$ cat src/sv/sle_pkg.sv
// ----------------------------------------------------------------------------
// Serial line editor package
// Shared types and byte codes for the serial console line editor.
// ----------------------------------------------------------------------------
`default_nettype none

package sle_pkg;

   localparam int BYTE_W = 8;
   localparam int LEN_W  = 6;

   localparam logic [BYTE_W-1:0] BYTE_CR      = 8'h0D;
   localparam logic [BYTE_W-1:0] BYTE_ESC     = 8'h1B;
   localparam logic [BYTE_W-1:0] BYTE_O       = 8'h4F;
   localparam logic [BYTE_W-1:0] BYTE_BRACKET = 8'h5B;
   localparam logic [BYTE_W-1:0] BYTE_M       = 8'h4D;
   localparam logic [BYTE_W-1:0] BYTE_BS      = 8'h08;
   localparam logic [BYTE_W-1:0] BYTE_DEL     = 8'h7F;
   localparam logic [BYTE_W-1:0] BYTE_SPACE   = 8'h20;

   typedef enum logic [1:0] {
      KIND_ECHO,
      KIND_LINE,
      KIND_END,
      KIND_OVERFLOW
   } sle_kind_type;

   typedef enum logic [1:0] {
      MODE_PLAIN,
      MODE_FIRST,
      MODE_SECOND
   } sle_mode_type;

   typedef enum logic [2:0] {
      S_IDLE,
      S_ECHO,
      S_OVF,
      S_BS,
      S_LINE_OUT,
      S_END
   } sle_state_type;

   typedef struct packed {
      sle_kind_type      kind;
      logic [BYTE_W-1:0] data_byte;
      logic [LEN_W-1:0]  line_length;
      logic              last;
   } sle_result_type;

endpackage

`default_nettype wire

$ cat src/sv/sle_line_mem.sv
// ----------------------------------------------------------------------------
// Line store memory
// One write port, one read port, registered read data (valid the cycle after rd_en).
// ----------------------------------------------------------------------------
`default_nettype none

module sle_line_mem #(
   parameter int DEPTH  = 64,
   parameter int ADDR_W = 6
) (
   input  logic              clock,
   input  logic              wr_en,
   input  logic [ADDR_W-1:0] wr_addr,
   input  logic [7:0]        wr_data,
   input  logic              rd_en,
   input  logic [ADDR_W-1:0] rd_addr,
   output logic [7:0]        rd_data
);

   logic [7:0] line_mem_ff [DEPTH];
   logic [7:0] rd_data_ff;

   always_ff @(posedge clock) begin
      if (wr_en) begin
         line_mem_ff[wr_addr] <= wr_data;
      end
   end

   always_ff @(posedge clock) begin
      if (rd_en) begin
         rd_data_ff <= line_mem_ff[rd_addr];
      end
   end

   assign rd_data = rd_data_ff;

endmodule

`default_nettype wire

$ cat src/sv/sle_ctrl.sv
// ----------------------------------------------------------------------------
// Line editor control
// Escape decoding, character count and result sequencing over the line store.
// ----------------------------------------------------------------------------
`default_nettype none

module sle_ctrl #(
   parameter int LINE_DEPTH = 64,
   parameter int CW         = 6
) (
   input  logic                   clock,
   input  logic                   reset,
   input  logic                   req_valid,
   output logic                   req_stall,
   input  logic [7:0]             req_rx_byte,
   output logic                   mem_we,
   output logic [CW-1:0]          mem_waddr,
   output logic [7:0]             mem_wdata,
   output logic                   mem_re,
   output logic [CW-1:0]          mem_raddr,
   input  logic [7:0]             mem_rdata,
   input  logic                   out_free,
   output logic                   rsp_load,
   output sle_pkg::sle_result_type rsp_item
);

   import sle_pkg::*;

   localparam logic [CW-1:0] CNT_LAST = CW'(LINE_DEPTH - 1);

   sle_state_type state_ff, state_in;
   sle_mode_type  mode_ff, mode_in;
   logic          was_o_ff, was_o_in;
   logic [CW-1:0] count_ff, count_in;
   logic [CW-1:0] len_ff, len_in;
   logic [CW-1:0] idx_ff, idx_in;
   logic [7:0]    byte_ff, byte_in;
   logic          ovf_ff, ovf_in;
   logic [1:0]    bs_step_ff, bs_step_in;

   logic          accept;
   logic          esc_m, esc_lead, esc_start, plain;
   logic          act_line, act_bs, act_store;
   logic [CW:0]   idx_nx;
   logic          more;

   // Byte decode, valid only when an item is taken
   always_comb begin
      esc_m     = (mode_ff == MODE_SECOND) && was_o_ff && (req_rx_byte == BYTE_M);
      esc_lead  = !esc_m && (mode_ff == MODE_FIRST) &&
                  ((req_rx_byte == BYTE_O) || (req_rx_byte == BYTE_BRACKET));
      esc_start = !esc_m && !esc_lead && (req_rx_byte == BYTE_ESC);
      plain     = !esc_m && !esc_lead && !esc_start;
      act_line  = esc_m || (plain && (req_rx_byte == BYTE_CR));
      act_bs    = plain && ((req_rx_byte == BYTE_BS) || (req_rx_byte == BYTE_DEL));
      act_store = plain && !act_line && !act_bs;
      idx_nx    = {1'b0, idx_ff} + (CW+1)'(1);
      more      = idx_nx < {1'b0, len_ff};
   end

   // Next state
   always_comb begin
      state_in   = state_ff;
      mode_in    = mode_ff;
      was_o_in   = was_o_ff;
      count_in   = count_ff;
      len_in     = len_ff;
      idx_in     = idx_ff;
      byte_in    = byte_ff;
      ovf_in     = ovf_ff;
      bs_step_in = bs_step_ff;
      case (state_ff)
         S_IDLE: begin
            if (req_valid) begin
               byte_in = req_rx_byte;
               if (!esc_m && (mode_ff == MODE_FIRST)) begin
                  was_o_in = (req_rx_byte == BYTE_O);
               end
               if (esc_lead) begin
                  mode_in = MODE_SECOND;
               end else if (esc_start) begin
                  mode_in = MODE_FIRST;
               end else begin
                  mode_in = MODE_PLAIN;
               end
               if (act_line) begin
                  len_in   = count_ff;
                  count_in = '0;
                  idx_in   = '0;
                  state_in = (count_ff == '0) ? S_END : S_LINE_OUT;
               end else if (act_bs) begin
                  if (count_ff != '0) begin
                     count_in   = count_ff - CW'(1);
                     bs_step_in = 2'd0;
                     state_in   = S_BS;
                  end
               end else if (act_store) begin
                  ovf_in   = (count_ff == CNT_LAST);
                  count_in = (count_ff == CNT_LAST) ? '0 : count_ff + CW'(1);
                  state_in = S_ECHO;
               end
            end
         end
         S_ECHO: begin
            if (out_free) begin
               state_in = ovf_ff ? S_OVF : S_IDLE;
            end
         end
         S_OVF: begin
            if (out_free) begin
               state_in = S_IDLE;
            end
         end
         S_BS: begin
            if (out_free) begin
               bs_step_in = bs_step_ff + 2'd1;
               if (bs_step_ff == 2'd2) begin
                  state_in = S_IDLE;
               end
            end
         end
         S_LINE_OUT: begin
            if (out_free) begin
               if (more) begin
                  idx_in = idx_nx[CW-1:0];
               end else begin
                  state_in = S_END;
               end
            end
         end
         S_END: begin
            if (out_free) begin
               state_in = S_IDLE;
            end
         end
         default: begin
            state_in = S_IDLE;
         end
      endcase
   end

   // Outputs
   always_comb begin
      req_stall = (state_ff != S_IDLE);
      accept    = req_valid && !req_stall;
      mem_we    = accept && act_store;
      mem_waddr = count_ff;
      mem_wdata = req_rx_byte;
      mem_re    = 1'b0;
      mem_raddr = '0;
      rsp_load  = 1'b0;
      rsp_item  = '{kind: KIND_ECHO, data_byte: '0, line_length: '0, last: 1'b0};
      case (state_ff)
         S_IDLE: begin
            if (accept && act_line) begin
               mem_re = 1'b1;
            end
         end
         S_ECHO: begin
            rsp_load           = out_free;
            rsp_item.data_byte = byte_ff;
            rsp_item.last      = !ovf_ff;
         end
         S_OVF: begin
            rsp_load      = out_free;
            rsp_item.kind = KIND_OVERFLOW;
            rsp_item.last = 1'b1;
         end
         S_BS: begin
            rsp_load           = out_free;
            rsp_item.data_byte = (bs_step_ff == 2'd1) ? BYTE_SPACE : BYTE_BS;
            rsp_item.last      = (bs_step_ff == 2'd2);
         end
         S_LINE_OUT: begin
            rsp_load           = out_free;
            rsp_item.kind      = KIND_LINE;
            rsp_item.data_byte = mem_rdata;
            mem_re             = out_free && more;
            mem_raddr          = idx_nx[CW-1:0];
         end
         S_END: begin
            rsp_load             = out_free;
            rsp_item.kind        = KIND_END;
            rsp_item.line_length = LEN_W'(len_ff);
            rsp_item.last        = 1'b1;
         end
         default: begin
            rsp_load = 1'b0;
         end
      endcase
   end

   always_ff @(posedge clock) begin
      if (reset) begin
         state_ff   <= S_IDLE;
         mode_ff    <= MODE_PLAIN;
         was_o_ff   <= 1'b0;
         count_ff   <= '0;
         idx_ff     <= '0;
         ovf_ff     <= 1'b0;
         bs_step_ff <= 2'd0;
      end else begin
         state_ff   <= state_in;
         mode_ff    <= mode_in;
         was_o_ff   <= was_o_in;
         count_ff   <= count_in;
         idx_ff     <= idx_in;
         ovf_ff     <= ovf_in;
         bs_step_ff <= bs_step_in;
      end
   end

   always_ff @(posedge clock) begin
      len_ff  <= len_in;
      byte_ff <= byte_in;
   end

`ifndef SYNTH
   a_no_rw_overlap: assert property (@(posedge clock) disable iff (reset)
      !(mem_we && mem_re))
      else $error("line store read and write in the same cycle");

   a_idx_in_line: assert property (@(posedge clock) disable iff (reset)
      (state_ff == S_LINE_OUT) |-> (idx_ff < len_ff))
      else $error("line readout index beyond line length");

   a_overflow_path: assert property (@(posedge clock) disable iff (reset)
      (accept && act_store && (count_ff == CNT_LAST)) |=>
      ((state_ff == S_ECHO) && ovf_ff && (count_ff == '0)))
      else $error("full store did not raise overflow");

   a_load_when_free: assert property (@(posedge clock) disable iff (reset)
      rsp_load |-> out_free)
      else $error("result loaded into occupied output register");
`endif

endmodule

`default_nettype wire

$ cat src/sv/serial_line_editor_unit.sv
// ----------------------------------------------------------------------------
// Serial line editor unit
// Line editor for a serial console: echo, backspace, escape handling and
// line readout from an on-chip line store.
// ----------------------------------------------------------------------------
// Usage:
//   req channel  - one received terminal byte per item (req_rx_byte).
//   rsp channel  - result items: kind, data_byte, line_length, last. The
//                  final result caused by one input byte carries last = 1.
//   The block takes one byte at a time; req_stall is high while results of
//   the previous byte are still being produced.
// Result sequences and throughput:
//   Swallowed escape bytes and backspace on an empty line: no result.
//   Ordinary byte: an echo item, then an overflow item when the byte fills the store.
//   Backspace: 3 echo items (BS, space, BS).
//   Line end: n stored bytes then the end marker, n + 1 items, one per cycle
//   while the receiver takes them, set by the single read port of the line
//   store (read data registered, next address issued as each byte leaves).
// Reset: synchronous, clears escape state and character count; the line
//   store needs no clearing since only written entries are read back.
// Receiver stall: the output register holds its item; the sequencer waits.
// ----------------------------------------------------------------------------
`default_nettype none

module serial_line_editor_unit #(
   parameter int LINE_DEPTH = 64
) (
   input  logic       clock,
   input  logic       reset,
   input  logic       req_valid,
   output logic       req_stall,
   input  logic [7:0] req_rx_byte,
   output logic       rsp_valid,
   input  logic       rsp_stall,
   output logic [1:0] rsp_kind,
   output logic [7:0] rsp_data_byte,
   output logic [5:0] rsp_line_length,
   output logic       rsp_last
);

   import sle_pkg::*;

   localparam int CW = $clog2(LINE_DEPTH);

   // Line store port signals
   logic          mem_we;
   logic [CW-1:0] mem_waddr;
   logic [7:0]    mem_wdata;
   logic          mem_re;
   logic [CW-1:0] mem_raddr;
   logic [7:0]    mem_rdata;

   // Output register: one item, loaded by the sequencer when free
   logic           out_free;
   logic           rsp_load;
   sle_result_type rsp_item;
   sle_result_type rsp_item_ff;
   logic           rsp_valid_ff, rsp_valid_in;

   sle_line_mem #(
      .DEPTH  (LINE_DEPTH),
      .ADDR_W (CW)
   ) u_line_mem (
      .clock   (clock),
      .wr_en   (mem_we),
      .wr_addr (mem_waddr),
      .wr_data (mem_wdata),
      .rd_en   (mem_re),
      .rd_addr (mem_raddr),
      .rd_data (mem_rdata)
   );

   sle_ctrl #(
      .LINE_DEPTH (LINE_DEPTH),
      .CW         (CW)
   ) u_ctrl (
      .clock       (clock),
      .reset       (reset),
      .req_valid   (req_valid),
      .req_stall   (req_stall),
      .req_rx_byte (req_rx_byte),
      .mem_we      (mem_we),
      .mem_waddr   (mem_waddr),
      .mem_wdata   (mem_wdata),
      .mem_re      (mem_re),
      .mem_raddr   (mem_raddr),
      .mem_rdata   (mem_rdata),
      .out_free    (out_free),
      .rsp_load    (rsp_load),
      .rsp_item    (rsp_item)
   );

   // Free when empty or when the held item leaves this cycle
   always_comb begin
      out_free = !rsp_valid_ff || !rsp_stall;
      if (rsp_load) begin
         rsp_valid_in = 1'b1;
      end else if (rsp_stall) begin
         rsp_valid_in = rsp_valid_ff;
      end else begin
         rsp_valid_in = 1'b0;
      end
   end

   always_ff @(posedge clock) begin
      if (reset) begin
         rsp_valid_ff <= 1'b0;
      end else begin
         rsp_valid_ff <= rsp_valid_in;
      end
   end

   // Hold payload unless a new item is loaded
   always_ff @(posedge clock) begin
      if (rsp_load) begin
         rsp_item_ff <= rsp_item;
      end
   end

   assign rsp_valid       = rsp_valid_ff;
   assign rsp_kind        = rsp_item_ff.kind;
   assign rsp_data_byte   = rsp_item_ff.data_byte;
   assign rsp_line_length = rsp_item_ff.line_length;
   assign rsp_last        = rsp_item_ff.last;

endmodule

`default_nettype wire
$ cat config.mk
export PLATFORM = sky130hd
export DESIGN_NAME = serial_line_editor_unit
export DESIGN_NICKNAME = d
export VERILOG_FILES = /design/src/sv/sle_pkg.sv /design/src/sv/sle_line_mem.sv /design/src/sv/sle_ctrl.sv /design/src/sv/serial_line_editor_unit.sv
export SDC_FILE = /design/constraint.sdc
export NUM_CORES = 1
export LEC_CHECK = 0
export ABC_AREA = 1
export CORE_MARGIN = 2
export CORE_UTILIZATION = 55
export DETAILED_ROUTE_END_ITERATION = 16
export DONT_BUFFER_PORTS = 1
export GPL_TIMING_DRIVEN = 0
export PLACE_DENSITY = 0.7
export SETUP_SLACK_MARGIN = 0.1
export SLEW_MARGIN = 10
export SYNTH_ARGS = -nofsm -noshare
export SYNTH_HDL_FRONTEND = slang
export SYNTH_SLANG_ARGS = --single-unit
export TNS_END_PERCENT = 1
$ cat constraint.sdc
create_clock -name clock -period 3.35 [get_ports clock]
set_input_delay 0.8375 -clock clock [delete_from_list [all_inputs] [get_ports clock]]
set_output_delay 0.8375 -clock clock [all_outputs]
set_load 0.1 [all_outputs]
== After elaboration in Yosys (flattened, before gate mapping) ==
Memories as Yosys holds them, arrays and structs flattened. A register that Yosys moved wholly into a read port is not among the register bits.
Index checks and enable logic that the tools add are counted.

* Register bits: 53
* Memory bits (writable): 512
* Logic and storage cells: 144
* Memories kept: 1

* Add/sub/neg operators: 4
* $lt $le $gt $ge: 1
* Equality and inequality tests: 33
* Mux-type cells: 44
* Bitwise gates (word level): 2
* Reductions and logical operators: 45

{| class="wikitable"
|+ Memories
! memory !! words !! bits a word !! rd ports !! clocked after Yosys merged registers in !! write ports !! line !! source
|-
| u_line_mem.line_mem_ff || 64 || 8 || 1 || 1 || 1 || sle_line_mem.sv:20 || <nowiki>logic [7:0] line_mem_ff [DEPTH];</nowiki>
|}

{| class="wikitable"
|+ Operator list
! operator !! count
|-
| 2-to-1 mux 6 bit || 11
|-
| 2-to-1 mux 3 bit || 11
|-
| equality test 8 x 7 -> 1 bit (second input constant) || 4
|-
| one-hot mux 8 bit (3 select lines) || 1
|-
| inequality test 2 x 1 -> 1 bit (second input constant) || 10
|-
| equality test 8 x 4 -> 1 bit (second input constant) || 2
|-
| logical AND 1 bit || 15
|-
| one-hot mux 3 bit (5 select lines) || 1
|-
| 2-to-1 mux 2 bit || 7
|-
| one-hot mux 6 bit (2 select lines) || 1
|-
| AND reduction 5 bit || 2
|-
| zero test 1 bit || 9
|-
| AND reduction 9 bit || 1
|-
| equality test 8 x 5 -> 1 bit (second input constant) || 1
|-
| 2-to-1 mux 1 bit || 8
|-
| adder 6 x 1 -> 7 bit (second input constant) || 1
|-
| less-than comparator 7 x 6 -> 1 bit || 1
|-
| adder 6 x 1 -> 6 bit (second input constant) || 1
|-
| equality test 3 x 2 -> 1 bit (second input constant) || 2
|-
| equality test 3 bit (second input constant) || 2
|-
| equality test 6 bit (second input constant) || 1
|-
| zero test 6 bit || 1
|-
| inequality test 2 bit (second input constant) || 3
|-
| one-hot mux 2 bit (3 select lines) || 1
|-
| 23 further kinds || 32
|}

== Depth between registers and ports, before layout ==
* Depth after elaboration: 21
* Gate-level depth with buffers: 17

== By module ==
Synthesis repeated with hierarchy kept, for this count alone.

* Cell total of the unflattened synthesis: 2,181
* Area total of the unflattened synthesis: 24,447.2 um^2

{| class="wikitable"
|+ Modules (own cells, without submodules)
! module !! times used !! cells an instance !! area an instance (um^2) !! sequential area each (um^2)
|-
| sle_line_mem || 1 || 1,805 || 21,419.3 || 15,615.0
|-
| sle_ctrl || 1 || 355 || 2,478.6 || 840.8
|-
| serial_line_editor_unit || 1 || 21 || 549.3 || 530.5
|}

== Least setup slack after synthesis ==
Ideal clock, no wire load.

* Path kind: input to register
* Start point: input port req_rx_byte[7]
* End point: memory u_line_mem.line_mem_ff[16][0], enable pin
* Setup time: 0.370 ns
* Arrival: 2.281 ns
* Data required time: 2.980 ns
* Slack: 0.698 ns
* Stages: 10
* Buffers on the path: 0
* Path through: inv_1 -> nand2_1 -> nor2_1 -> nand3_1 -> nand2_1 -> nor2_1 -> nand2_1 -> nor2_1 -> nand3_1 -> nor2_1

* Cells in the longest elaborated chain, start to end: 18

{| class="wikitable"
|+ RTL lines
! element !! line !! source
|-
| from (decl) || serial_line_editor_unit.sv:32 || <nowiki>input logic [7:0] req_rx_byte,</nowiki>
|-
| equality test 8 x 7 -> 1 bit || sle_ctrl.sv:49 || <nowiki>esc_m = (mode_ff == MODE_SECOND) && was_o_ff && (req_rx_byte == BYTE_M);</nowiki>
|-
| logical AND 1 bit || sle_ctrl.sv:49 ||
|-
| zero test 1 bit || sle_ctrl.sv:50, sle_ctrl.sv:52, sle_ctrl.sv:53 ||
|-
| logical AND 1 bit (2 in a row) || sle_ctrl.sv:50 || <nowiki>esc_lead = !esc_m && (mode_ff == MODE_FIRST) &&</nowiki>
|-
| zero test 1 bit || sle_ctrl.sv:52, sle_ctrl.sv:53 ||
|-
| logical AND 1 bit || sle_ctrl.sv:52, sle_ctrl.sv:53 ||
|-
| logical AND 1 bit || sle_ctrl.sv:52 || <nowiki>esc_start = !esc_m && !esc_lead && (req_rx_byte == BYTE_ESC);</nowiki>
|-
| zero test 1 bit || sle_ctrl.sv:53 || <nowiki>plain = !esc_m && !esc_lead && !esc_start;</nowiki>
|-
| logical AND 1 bit || sle_ctrl.sv:53 ||
|-
| logical AND 1 bit || sle_ctrl.sv:54 || <nowiki>act_line = esc_m || (plain && (req_rx_byte == BYTE_CR));</nowiki>
|-
| logical OR 1 bit || sle_ctrl.sv:54 ||
|-
| zero test 1 bit || sle_ctrl.sv:56 || <nowiki>act_store = plain && !act_line && !act_bs;</nowiki>
|-
| logical AND 1 bit || sle_ctrl.sv:56 ||
|-
| logical AND 1 bit (*) || sle_ctrl.sv:56 ||
|-
| logical AND 1 bit (*) || sle_ctrl.sv:146 || <nowiki>mem_we = accept && act_store;</nowiki>
|-
| 2-to-1 mux 1 bit (*) || sle_line_mem.sv:24 || <nowiki>if (wr_en) begin</nowiki>
|-
| 2-to-1 mux 1 bit (implied by the code) (*) || sle_line_mem.sv:25 || <nowiki>line_mem_ff[wr_addr] <= wr_data;</nowiki>
|-
| to (decl) || sle_line_mem.sv:20 ||
|}

Mark *: on every way between the ends. The rest lies on a longest branch, timed or not.

== Final worst setup path ==
* Start point: register u_ctrl.idx_ff[0]
* End point: register u_line_mem.rd_data_ff[0] (netlist: u_line_mem.rd_data[0]), read port of u_line_mem.line_mem_ff (data pin)

* Cells in the longest elaborated chain, start to end: 4

{| class="wikitable"
|+ RTL lines
! element !! line !! source
|-
| from (decl) || sle_ctrl.sv:36 || <nowiki>logic [CW-1:0] idx_ff, idx_in;</nowiki>
|-
| from (signal assigned) || sle_ctrl.sv:207 || <nowiki>idx_ff <= idx_in;</nowiki>
|-
| adder 6 x 1 -> 7 bit (*) || sle_ctrl.sv:57 || <nowiki>idx_nx = {1'b0, idx_ff} + (CW+1)'(1);</nowiki>
|-
| less-than comparator 7 x 6 -> 1 bit || sle_ctrl.sv:58 || <nowiki>more = idx_nx < {1'b0, len_ff};</nowiki>
|-
| logical AND 1 bit || sle_ctrl.sv:178 || <nowiki>mem_re = out_free && more;</nowiki>
|-
| one-hot mux 1 bit (2 select lines) || sle_ctrl.sv:153 || <nowiki>case (state_ff)</nowiki>
|-
| to (decl) || sle_line_mem.sv:21 || <nowiki>logic [7:0] rd_data_ff;</nowiki>
|}

Marked as above.
A chain may end at the register's enable or synchronous reset.

==> out/results.env <==
ANT_NETS=0
FINAL_LAYOUT_SIZE_SUFFIX_GT1_FRAC=0.08986
SYNTH.NET_COUNT=2426
WORST-PATH-MAX-FANOUT=10
DESTINATION_OF_THE_WORST_HOLD_PATH='u_line_mem.line_mem_ff[24][3]$_DFFE_PP_'
FIRST_GLOBAL_VIAS=17350
YOSYS_WARNINGS=0
DRC_ERRORS=0
REPORT.FINAL.SETUP_VIOL=10
CRITICAL-PATH-TOP-CELL-BY-COUNT='sky130_fd_sc_hd__nand3_1'
NUMCTSBUFFERS=58
COMB_POWER_SHARE=0.239
DESIGN.CORE.AREA_UM2=45190
SETUP_SKEW_AFTER_LAYOUT_NS=0.02100
CTSLONGESTPATHBUFFERS=3
INSERTEDDIODECOUNT=0
POWER.DENSITY_nW_PER_UM2=739.8
FAILED_CHECKS='negative setup slack'
RUN_STATUS='complete, but fails checks'
CTSHTREEMAXLEVEL=2
WORSTSKEWPAIRLATENCY_NS=0.64
POWER.IR.VDD_WORST_mV=0.5477
ANTENNA_VIOLATIONS_BEFORE_REPAIR=5
CRITICAL_PATH.N_BUFFERS_INVERTERS=3
RSZ0062_AT_GRT='yes'
SLEW_HEADROOM=0.1451
DETAILEDROUTE.FIRSTITERATIONVIOLATIONS=2930
YOSYS-TOP-CELLS-AREA='sky130_fd_sc_hd__edfxtp_1 66%, sky130_fd_sc_hd__nand3_1 7.4%, sky130_fd_sc_hd__nand2_1 6.8%, sky130_fd_sc_hd__nor2_1 4.9%, sky130_fd_sc_hd__inv_1 4.3%'
GLOBAL_ROUTE.OVERFLOW_TOTAL=0
LAYOUT_WORST_PATH_CYCLE_SHARE=1.042
FINALHOLDWORSTSLACK_NS=0.2907
CPMAXSTAGEDELAYCELL='sky130_fd_sc_hd__buf_1'
MAX_SLEW_VIOLATION_TOTAL_FROM_THE_FINAL_REPORT=0
HOLD_PATH_STARTPOINT='req_rx_byte[3]'
YOSYSTOPAREACELLSHARE=0.6608
ENDPOINT_KIND='flip-flop'
WORST_SETUP_PATH_START_KIND='flip-flop'
TOTALPOWERFINAL_mW=20.73
PLACE_WORST_SETUP_SLACK_NS=-0.6774
STATIC_LEAKAGE_nW=10.89
TIMING.FINAL.CRIT_PERIOD_NS=3.490
FLOORPLAN.DIE.WIDTH_UM=217.4
CTS_TREE='done'
REGTOREGENDPOINT='u_line_mem.rd_data[0]$_DFFE_PP_'
LARGEST_NET_DEGREE_AT_THE_START_OF_GLOBAL_ROUTING=69
POST_LAYOUT_NONFILLER_INSTANCES=3115
FINAL_NET_COUNT=2488
DRT-WIRELENGTH-PER-CELL_UM=29.94
DESIGN_AREA_UM2=28020
INTPOWER_mW=13.01
FP.DIEAREA_UM2=47250
MIN_DELAY_PATH_DEPTH=0
TIMING.FINAL.WS_SETUP_NS=-0.1400
GRT_PASS1_WL_UM=128800
CTS_SINKS=573
DRT-TOTAL-WL_UM=93270
TOTAL_SWITCHING_POWER_mW=7.716
PATH_CELLS='buf_4 -> nand4_1 -> nand2_2 -> nor2_4 -> inv_2 -> buf_1 -> nand3_1 -> nand3_1 -> nand3_1 -> nand2_1'
ROUTABILITYCONGESTION=0.9940
NETLIST.TOP_CELL.BY_AREA='sky130_fd_sc_hd__edfxtp_1'
DETAIL_ROUTE.FIRST_PASS.ITERATIONS=6
CLOCKPOWERSHARE=0.318
SYN_INST=2404
SYN-MEAN-INSTANCE-AREA_UM2=10.42
REPORT.FINAL.HOLD_VIOL_COUNT=0
PORT_BUFFERS=0
CLOCK.FMAX_MHz=286.5
DESIGN.PORTCOUNT=31
ROOT_BUFFER='sky130_fd_sc_hd__clkbuf_16'
CRIT_FAMILY='simple AND/OR/NAND/NOR gates'
POST_DRT_VIA_CELL_RATIO=6.191
WORSTHOLDPATHTYPE='input port to flip-flop'
SYNTH-SEQ-CELLS=573
R2R_SETUP_SLACK_NS=-0.14
POWER_SWITCHING_SHARE=0.3722
DETAILED_PLACE.AREA_UM2=25810
FLOW.AREA_GROWTH_FROM_SYNTHESIS_PCT=11.91
POST_SYNTH_NUM_CELL_TYPES=34
CRIT_TYPE='flip-flop to flip-flop'
REG2REGPATHDEPTH=10
SYNTH_SEQ_AREA_SHARE=0.6784
FP-ROW-COUNT=78
DR_TOTAL_VIAS=19290
GRT_USAGE=0.3980
DIE_HEIGHT_UM=217.4
PORTION_OF_TOTAL_POWER_ATTRIBUTED_TO_SEQUENTIAL_CELLS=0.443
FLOORPLAN.INITIALDENSITY=0.5541
TIMING.MAX_CAP.VIOLATIONS=0
TIMING.CRITICAL_PATH.ARRIVAL_NS=3.94
REQUIRED_NS=3.80
CRIT_PATH_MAX_INCR_DELAY_NS=0.84
CTS_HOLD_BUF=0
DPL.CELL_COUNT=3005
CTS.REPORTEDPATHS.CLKPINSLEW_NS=0.06
R2R_START='u_ctrl.idx_ff[0]$_SDFFE_PP0P_'
POST_SYN_AREA_UM2=25040
TIMING_WORST_SLEW_PIN_VALUE_NS=1.282
DP_HPWL_UM=63760
power groups by stage:
stage	clock network [mW]	registers, mW	logic (mW)
4_1_cts	6.56	9.18	4.70
6_report	6.60	9.17	4.96
5_1_grt	6.84	9.21	5.12
2_1_floorplan	0	9.29	2.60
3_3_place_gp	0	9.32	4.60
3_5_place_dp	0	9.33	4.66
state kept, by name (all words and copies together), names as in the netlist:
| name | flops |
|---|---|
| u_ctrl.mode_ff | 2 |
| u_ctrl.state_ff | 3 |
| rsp_line_length | 6 |
| u_line_mem.line_mem_ff | 512 |
| u_ctrl.bs_step_ff | 2 |
| rsp_data_byte | 8 |
| u_ctrl.len_ff | 6 |
| u_ctrl.byte_ff | 8 |
| rsp_valid | 1 |
| u_ctrl.idx_ff | 6 |
| rsp_kind | 2 |
| u_ctrl.ovf_ff | 1 |
| u_ctrl.mem_waddr | 6 |
| rsp_last | 1 |
| u_ctrl.was_o_ff | 1 |
| u_line_mem.rd_data | 8 |
metrics by stage:
stage | setup TNS, ns | util
after floorplan | 0 | -
after global placement | -84.23 | 0.5707
after detailed placement | -107.78 | 0.5711
after CTS | -8.245 | 0.6146
after global routing | -16.16 | 0.6201
final | -0.2751 | 0.6201
worst register-to-register path, delay by kind of cell, from the launching register on:
kind                   cells  cell delay, ns
buffers and inverters      3            1.44
and+or+nand+nor            7            1.54
DFF                        1            0.33
what timing repair did:
action	CTS	global route
gates resized for setup	23	70
buffers inserted	0	1
pin swaps	0	4
setup endpoints to repair	218	476
area by class of cell:
class	instances	area, um^2
buffer	126	595.6
clock buffer	68	1520
tap	600	750.7
sequential	573	16990
multi-input combinational	1406	6626
inverter	299	1122
timing repair buffer	2	31.28
clock inverter	41	387.9
fill	3684	17170
cell usage in the layout (no fill, tap or decap), drive strengths merged, types with 2 or more instances in the layout:
cell type  count
a211oi         2
a21oi         21
a22o           6
a31oi          2
buf           69
bufinv         6
clkbuf       126
clkinv        28
clkinvlp       6
dfxtp         22
edfxtp       551
ha            10
inv          300
nand2        457
nand3        372
nand4         90
nor2         331
nor3           4
o211ai         4
o21ai         94
or2            3
xor2           5
synth_stat cells:
| cell | number |
|---|---|
| sky130_fd_sc_hd__buf_6 | 2 |
| sky130_fd_sc_hd__nand4_1 | 90 |
| sky130_fd_sc_hd__nor3b_1 | 1 |
| sky130_fd_sc_hd__buf_2 | 49 |
| sky130_fd_sc_hd__xor2_1 | 5 |
| sky130_fd_sc_hd__nand3_1 | 370 |
| sky130_fd_sc_hd__nor2_1 | 328 |
| sky130_fd_sc_hd__buf_1 | 13 |
| sky130_fd_sc_hd__a22o_1 | 6 |
| sky130_fd_sc_hd__o211ai_1 | 4 |
| sky130_fd_sc_hd__nor2_4 | 3 |
| sky130_fd_sc_hd__dfxtp_1 | 22 |
| sky130_fd_sc_hd__xnor2_1 | 1 |
| sky130_fd_sc_hd__a311oi_1 | 1 |
| sky130_fd_sc_hd__nand2_1 | 454 |
| sky130_fd_sc_hd__clkinv_1 | 2 |
| sky130_fd_sc_hd__nand2_4 | 1 |
| sky130_fd_sc_hd__ha_1 | 10 |
| sky130_fd_sc_hd__inv_2 | 7 |
| sky130_fd_sc_hd__nor3_1 | 4 |
| sky130_fd_sc_hd__clkbuf_1 | 57 |
| sky130_fd_sc_hd__a211oi_1 | 2 |
| sky130_fd_sc_hd__edfxtp_1 | 551 |
| sky130_fd_sc_hd__a31oi_1 | 2 |
| sky130_fd_sc_hd__or2_2 | 3 |
| sky130_fd_sc_hd__buf_4 | 5 |
| sky130_fd_sc_hd__o311ai_0 | 1 |
| sky130_fd_sc_hd__o21ai_0 | 91 |
| sky130_fd_sc_hd__o21a_1 | 1 |
| sky130_fd_sc_hd__a21oi_1 | 21 |
| sky130_fd_sc_hd__nand3_2 | 2 |
| sky130_fd_sc_hd__nand2_2 | 2 |
| sky130_fd_sc_hd__o21ai_1 | 3 |
| sky130_fd_sc_hd__inv_1 | 290 |
per-layer routing:
metal | wire, um | global-route usage | part of all wire
met1 | 36940 | 0.5713 | 0.40
met2 | 39660 | 0.5776 | 0.43
met3 | 12000 | 0.09965 | 0.13
met4 | 4607 | 0.1747 | 0.049
met5 | 65 | 0 | 0.00070
worst max path at each step:
stage | startpoint | endpoint | depth (start not counted)
2_1_floorplan | req_rx_byte[7] | u_line_mem.line_mem_ff[16][0]$_DFFE_PP_ | 10
3_3_place_gp | req_rx_byte[7] | u_line_mem.line_mem_ff[28][7]$_DFFE_PP_ | 10
3_5_place_dp | req_rx_byte[7] | u_line_mem.line_mem_ff[28][7]$_DFFE_PP_ | 10
4_1_cts | u_ctrl.state_ff[2]$_SDFFE_PP0P_ | u_line_mem.line_mem_ff[22][6]$_DFFE_PP_ | 10
5_1_grt | u_ctrl.state_ff[2]$_SDFFE_PP0P_ | u_line_mem.line_mem_ff[49][6]$_DFFE_PP_ | 10
6_report | u_ctrl.idx_ff[0]$_SDFFE_PP0P_ | u_line_mem.rd_data[0]$_DFFE_PP_ | 10
kinds of logic after synthesis:
| kind of cell | share of synthesized area |
|---|---|
| flip-flops | 0.6784 |
| adder cells (fa/ha/maj) | 0.004997 |
| AO/OA/AOI/OAI | 0.02838 |
| XOR/XNOR | 0.002099 |
| AND/OR/NAND/NOR | 0.2186 |
| buffers and inverters | 0.06751 |
(Power assumes the default switching activity.)
